$ cat src/design/assert_macros.svh
// Assertion macros used by the design files.
`ifndef ASSERT_MACROS_SVH
`define ASSERT_MACROS_SVH
`ifndef SYNTH
`define ASSERT_CLK(label, cond) \
    label: assert property (@(posedge clk) disable iff (!rst_n) (cond)) else $error("%m");
`define ASSERT_IMPL(label, pre, post) \
    label: assert property (@(posedge clk) disable iff (!rst_n) (pre) |-> (post)) else $error("%m");
`else
`define ASSERT_CLK(label, cond)
`define ASSERT_IMPL(label, pre, post)
`endif
`endif

$ cat src/design/swmc_cell.sv
`default_nettype none
// One slot of the sorted row. On a new word the slot first closes the gap left
// by the removed sample, then keeps its value, takes its lower neighbor's value
// or takes the new sample, so the row stays sorted. During the sum pass the row
// rotates down by one slot per cycle.
module swmc_cell #(
    parameter int W = 16
) (
    input  wire          clk,
    input  wire          load,
    input  wire          shift,
    input  wire          take_upper,     // removed copy sits at or below this slot
    input  wire          in_range,       // slot holds a sample after the removal
    input  wire          ins_range,      // slot holds a sample after the insert
    input  wire [W-1:0]  sample,
    input  wire [W-1:0]  upper_val,
    input  wire [W-1:0]  lower_comp_val,
    input  wire          lower_comp_gt,
    output logic [W-1:0] val,
    output logic [W-1:0] comp_val,
    output logic         comp_gt
);
    logic [W-1:0] val_reg, val_next;

    assign val = val_reg;

    always_comb
    begin
        comp_val = take_upper ? upper_val : val_reg;
        comp_gt  = in_range && (comp_val > sample);
        if (in_range && !comp_gt)
            val_next = comp_val;
        else if (lower_comp_gt && ins_range)
            val_next = lower_comp_val;
        else if (ins_range)
            val_next = sample;
        else
            val_next = comp_val;
    end

    always_ff @(posedge clk)
    begin
        if (load)
            val_reg <= val_next;
        else if (shift)
            val_reg <= upper_val;
    end
endmodule
`default_nettype wire
$ cat config.mk
export PLATFORM = sky130hd
export DESIGN_NAME = swmc_cell
export DESIGN_NICKNAME = d
export VERILOG_FILES = /design/src/design/assert_macros.svh /design/src/design/swmc_cell.sv
export SDC_FILE = /design/constraint.sdc
export NUM_CORES = 1
export LEC_CHECK = 0
export BUFFER_PORTS_ARGS = -buffer_cell sky130_fd_sc_hd__buf_4
export CORE_ASPECT_RATIO = 1.4
export CORE_MARGIN = 4
export CORE_UTILIZATION = 29
export CTS_BUF_LIST = sky130_fd_sc_hd__clkbuf_8 sky130_fd_sc_hd__clkbuf_16
export DETAILED_ROUTE_END_ITERATION = 16
export GPL_ROUTABILITY_DRIVEN = 0
export GPL_TIMING_DRIVEN = 0
export PLACE_DENSITY = 0.68
export SYNTH_ARGS = -nofsm -noshare
export SYNTH_HDL_FRONTEND = slang
export SYNTH_SLANG_ARGS = --single-unit
export TNS_END_PERCENT = 100
$ cat constraint.sdc
create_clock -name clk -period 9.7 [get_ports clk]
set_input_delay 1.455 -clock clk [delete_from_list [all_inputs] [get_ports clk]]
set_output_delay 1.455 -clock clk [all_outputs]
set_load 0.02 [all_outputs]
==> metrics.txt, run 1 <==
met3 WL 330 um; post-route ant nets 0; Total Power approximately 0.28 mW; count leader, synth inv_1; via count of the first global-routing pass 1802; Post-synth top cells inv_1, nand2_1, edfxtp_1, ha_1, mux2_2; total global routing overflow 0; met1 WL 2280 um; DR vias ~1800; largest net degree at the start of global routing 17; Top Metal Used met4; Post-Place Cells ~340; Routed WL per cell between 15 and 20 um; clock sink count 16; critical path type in2out; WL final ~5700 um; Hold Crit Class reg2reg; DIE AREA ~0.0071 mm2; Remaining DRCs 0; CP Max Fanout 10; P&R area growth vs syn 45.9%; Final Cycle Share ~62%; Largest register FFs 16; Worst-Skew Late Latency between 0.2 and 0.3 ns; FF-to-FF Start val[15]; min-delay src val[10]; max-slew violation count 0; max-cap check violation count 0; Worst EP required between 8 and 9 ns; maximum clock rate between 150 and 200 MHz; Core Rows 32; DR vias/cell 5.13; Synth cell types 28; aggregate global-route resource usage roughly 16%; share of layout cells above drive strength 1 just over 40%; diode count 0; synthesized cell area roughly 0.0017 mm2; top cell type's share of synthesized area between 20% and 30%; Max Root-Sink Buffers 2; HPWL after DPL about 4500 um; unrepaired setup endpoints after global routing no; Clock Root Buffer clkbuf_8; Seq cells post-synth 16; leakage power 1.15 nW; Most used DFF post-synth edfxtp_1; TritonCTS clock tree built; syn nets 257; clock transition at the registers of the reported paths approximately 0.07 ns; final worst path period need about 6 ns; CP endpoint kind output pin; DIE HEIGHT between 90 and 100 um; Synth Warn # 0; Hold Crit Depth 3; Data arrival, critical path around 4.6 ns; die width between 70 and 80 um; Boundary Pins between 80 and 90; fin nets 347; antenna violations before repair 0; Mean Syn Cell Area between 8 and 9 um2; initial core utilization a little under a third; # port buffers 85; Slew headroom about half; Detailed Routing Iterations Pass 1 4; Worst Setup SP take_upper; top post-synthesis cells by area edfxtp_1, ha_1, mux2_2; # hold bufs at CTS 0; R2R cell count 8; setup TNS 0 ns; reg2reg end val[7]; met2 wire length 2970 um; status finished, final reports clean; design area about 0.0024 mm2; First DRT Iteration DRCs 40; P per Cell Area approximately 110 mW/mm2; Final Non-Filler Cells between 300 and 400; final number of setup-violating endpoints 0; Worst-Margin Slew 0.734 ns; post-synthesis sequential area ratio around 29%; Post-Syn Instances 186; ys async rst share 0%; area leader, netlist edfxtp_1; Placed Instance Area approximately 0.0024 mm2; Core ar. approximately 0.0056 mm2; Worst setup SP type input port; Worst VDD drop around 0.058 mV; H-tree depth 1; EDFF count, synth 16; # resized after CTS 0; Worst R2R Setup Slack 6.75 ns; Hold Violations, Final 0; first-pass GRT wire length slightly below 9000 um; Num CTS Buffers 3; hold endpoint val[10]; Post-CTS Setup Bufs 0; skew final about 0.0025 ns
==> cells by family after synthesis <==
kind of cell	synth area share [%]
compound gates	22.1
fa+ha+maj	12.0
buf+inv	10.6
flops	28.7
mux	12.6
simple gates	14.0
==> layer usage <==
layer,GRT usage (%),vias to the layer above
met1,18.6,811
met3,2.68,11
li1,-,873
met4,4.92,0
met2,29.3,64
met5,0,-
==> cells in the final DEF, fill, tap and decap left out, drive strengths merged <==
master | synthesis | routed
buf | 4 | 89
inv | 32 | 32
nand2 | 19 | 19
mux2 | 16 | 16
ha | 16 | 16
edfxtp | 16 | 16
nand2b | 15 | 15
o2111ai | 15 | 15
o221ai | 15 | 15
clkbuf | 9 | 12
a21oi | 6 | 6
nand4 | 4 | 4
mux2i | 3 | 3
o21ai | 3 | 3
nor3 | 2 | 2
a31oi | 2 | 2
nor2b | 1 | 1
o211ai | 1 | 1
or4 | 1 | 1
a21o | 1 | 1
nor2 | 1 | 1
o21bai | 1 | 1
nor4 | 1 | 1
o31ai | 1 | 1
or2 | 1 | 1
clkinv | 0 | 1
==> worst max-delay path: stages <==
cell and delay (ns):
clkbuf_1 0.39, buf_1 0.62, mux2_2 0.45, ha_1 0.32
nand4_1 0.20, or4_4 0.60, a21o_1 0.21, a31oi_1 0.15
buf_4 0.17
==> final cells by class <==
type	count	area, um2
well taps	68	85.1
flip-flops and latches	16	480
clock buffers	3	41.3
plain buffers	13	57.6
fillers	564	3120
inverters	32	120
multi-input cells	125	1010
clock inverters	1	3.75
repair buffers	85	638
==> worst max path at each step <==
stage                         end  slack (ns)  depth (start not counted)
after CTS                 comp_gt        3.60                          9
after global placement    comp_gt        3.56                          9
after global routing      comp_gt        3.45                          9
final                     comp_gt        3.67                          9
after floorplan           comp_gt        4.11                          8
after detailed placement  comp_gt        3.61                          9
==> power by group <==
group / total, mW / internal [mW] / switching [mW]
sequential: 0.0913 / 0.0871 / 0.00422
combinational: 0.133 / 0.0616 / 0.0714
clock: 0.0561 / 0.0282 / 0.0279
==> per-stage QoR <==
| step | hold slack [ns] | setup WS [ns] | utilization [%] |
|---|---|---|---|
| 2_1_floorplan | 0.934 | 4.11 | - |
| 3_3_place_gp | 0.785 | 3.56 | 43.1 |
| 3_5_place_dp | 0.810 | 3.61 | 43.1 |
| 4_1_cts | 0.831 | 3.60 | 43.9 |
| 5_1_grt | 0.864 | 3.45 | 43.9 |
| 6_report | 0.826 | 3.67 | 43.9 |
(Power assumes the default switching activity.)
==> run 2, diff against run 1 <==
--- a/config.mk
+++ b/config.mk
@@ -13,7 +13,7 @@
 export DETAILED_ROUTE_END_ITERATION = 16
 export GPL_ROUTABILITY_DRIVEN = 0
 export GPL_TIMING_DRIVEN = 0
-export PLACE_DENSITY = 0.68
+export PLACE_DENSITY = 0.7
 export SYNTH_ARGS = -nofsm -noshare
 export SYNTH_HDL_FRONTEND = slang
 export SYNTH_SLANG_ARGS = --single-unit
==> constraint.sdc (replaced) <==
create_clock -name clk -period 4.85 [get_ports clk]
set_input_delay 0.7275 -clock clk [delete_from_list [all_inputs] [get_ports clk]]
set_output_delay 0.7275 -clock clk [all_outputs]
set_load 0.02 [all_outputs]
==> metrics.txt, run 2 (synthesis gave the netlist of run 1 again) <==
Core Rows 32 (unchanged); CP delay by family, top buffers and inverters (unchanged); post-route ant nets 0 (unchanged); Hold Violations, Final 0 (unchanged); HPWL after DPL 4550 um (was 4510 um); Post-Place Cells 339 (unchanged); design area 0.00244 mm2 (about the same); most common cell after layout, fill and taps aside buf_4 (unchanged); Worst EP required 4.12 ns (was 8.25 ns); unrepaired setup endpoints after global routing no (unchanged); largest net degree at the start of global routing 17 (unchanged); clock sink count 16 (unchanged); critical path type in2out (unchanged); P per Cell Area 227 mW/mm2 (was 115 mW/mm2); First DRT Iteration DRCs 60 (was 40); CP peak stage delay 0.62 ns (about the same); most frequent cells in the layout buf_4, inv_1, nand2_1 (unchanged); DR vias 1770 (was 1759); via count of the first global-routing pass 1765 (was 1802); maximum clock rate roughly 220 MHz; Core ar. 0.00557 mm2 (unchanged); leakage power 1.15 nW (about the same); Worst-Margin Slew 0.694 ns (was 0.734 ns); total global routing overflow 0 (unchanged); final worst path period need ~4.6 ns; worst-path cell chain clkbuf_1 > buf_1 > mux2_2 > ha_1 > nand4_1 > or4_4 > a21o_1 > a31oi_1 > buf_4 (unchanged); Routed WL per cell 16.6 um (was 16.5 um); Data arrival, critical path 3.86 ns (was 4.57 ns); worst path buffer plus inverter count 3 (unchanged); skew final 0.00163 ns (was 0.00254 ns); Placed Instance Area 0.00240 mm2 (unchanged); Worst VDD drop 0.0853 mV (was 0.0579 mV); CP endpoint kind output pin (unchanged); TritonCTS clock tree built (unchanged); Clock Root Buffer clkbuf_8 (unchanged); # port buffers 85 (unchanged); share of layout cells above drive strength 1 40.5% (was 40.4%); P&R area growth vs syn 45.7% (was 45.9%); antenna violations before repair 0 (unchanged); H-tree depth 1 (unchanged); setup TNS 0 ns (unchanged); Largest register FFs 16 (unchanged); DIE HEIGHT 97.9 um (unchanged); Hold Crit Class in2reg (was reg2reg); Slew headroom 53.7% (was 51.1%); Remaining DRCs 0 (unchanged); final number of setup-violating endpoints 0 (unchanged); Worst setup SP type input port (unchanged); CP Max Fanout 10 (unchanged); Slowest-stage cell, CP or4_4 (was buf_1); die width 72.2 um (unchanged); max-cap check violation count 0 (unchanged); WL final 5680 um (was 5660 um); diode count 0 (unchanged); fin nets 347 (unchanged); aggregate global-route resource usage 15.7% (was 16.1%); Post-CTS Setup Bufs 0 (unchanged); Worst-Skew Late Latency 0.25 ns (was 0.26 ns); DR vias/cell 5.18 (was 5.13); status finished, final reports clean (unchanged); max-slew violation count 0 (unchanged); # resized after CTS 0 (unchanged); initial core utilization 30.1% (unchanged); Final Non-Filler Cells 342 (was 343); Num CTS Buffers 3 (unchanged); Detailed Routing Iterations Pass 1 4 (unchanged); first-pass GRT wire length 8820 um (was 8910 um); # hold bufs at CTS 0 (unchanged); Boundary Pins 88 (unchanged); DIE AREA 0.00706 mm2 (unchanged); Max Root-Sink Buffers 2 (unchanged); Final Cycle Share 94.5%; clock transition at the registers of the reported paths 0.07 ns (about the same)
[run 2: final cells by class]
| class | count | area, um2 |
|---|---|---|
| sequential | 16 | 480 |
| tap | 68 | 85.1 |
| fill | 576 | 3130 |
| buffer | 13 | 57.6 |
| multi-input combinational | 125 | 1010 |
| timing repair buffer | 85 | 638 |
| clock buffer | 3 | 41.3 |
| inverter | 32 | 120 |
[run 2: path summary, 6_finish.rpt]
check / start / end / slack (ns) / cells past startpoint
worst min register to register: val[12] / val[12] / 0.82 / 3
worst max register to register: val[15] / val[5] / 1.86 / 8
worst min-delay path: upper_val[0] / val[0] / 0.79 / 2
worst max-delay path: take_upper / comp_gt / 0.26 / 9
[run 2: stage by stage]
stage | setup slack, ns | hold slack [ns] | power [mW] | utilization, %
3_5_place_dp | 0.188 | 0.808 | 0.454 | 43.1
5_1_grt | 0.0392 | 0.794 | 0.586 | 43.8
3_3_place_gp | 0.236 | 0.785 | 0.450 | 43.1
2_1_floorplan | 0.713 | 0.934 | 0.336 | -
6_report | 0.265 | 0.792 | 0.553 | 43.8
4_1_cts | 0.178 | 0.787 | 0.563 | 43.8
[run 2: per-layer routing]
layer / up-vias / global-route usage [%] / routed length [um]
met2: 57 / 29.1 / 3080
li1: 870 / - / -
met4: 0 / 3.91 / 65
met3: 4 / 2.16 / 352
met5: - / 0 / 0
met1: 839 / 18.6 / 2180
[run 2: worst register-to-register path, stage by stage (launching register included)]
cell and delay [ns]:
edfxtp_1 0.40, mux2_2 0.31, ha_1 0.32, nand4_1 0.21
or4_4 0.62, a21o_1 0.21, a31oi_4 0.18, buf_2 0.30
o221ai_1 0.17
[run 2: report_power, final]
group | switching, mW | total, mW | internal, mW
logic | 0.143 | 0.267 | 0.123
clock network | 0.0486 | 0.104 | 0.0551
registers | 0.00848 | 0.183 | 0.174
total | 0.200 | 0.553 | 0.353
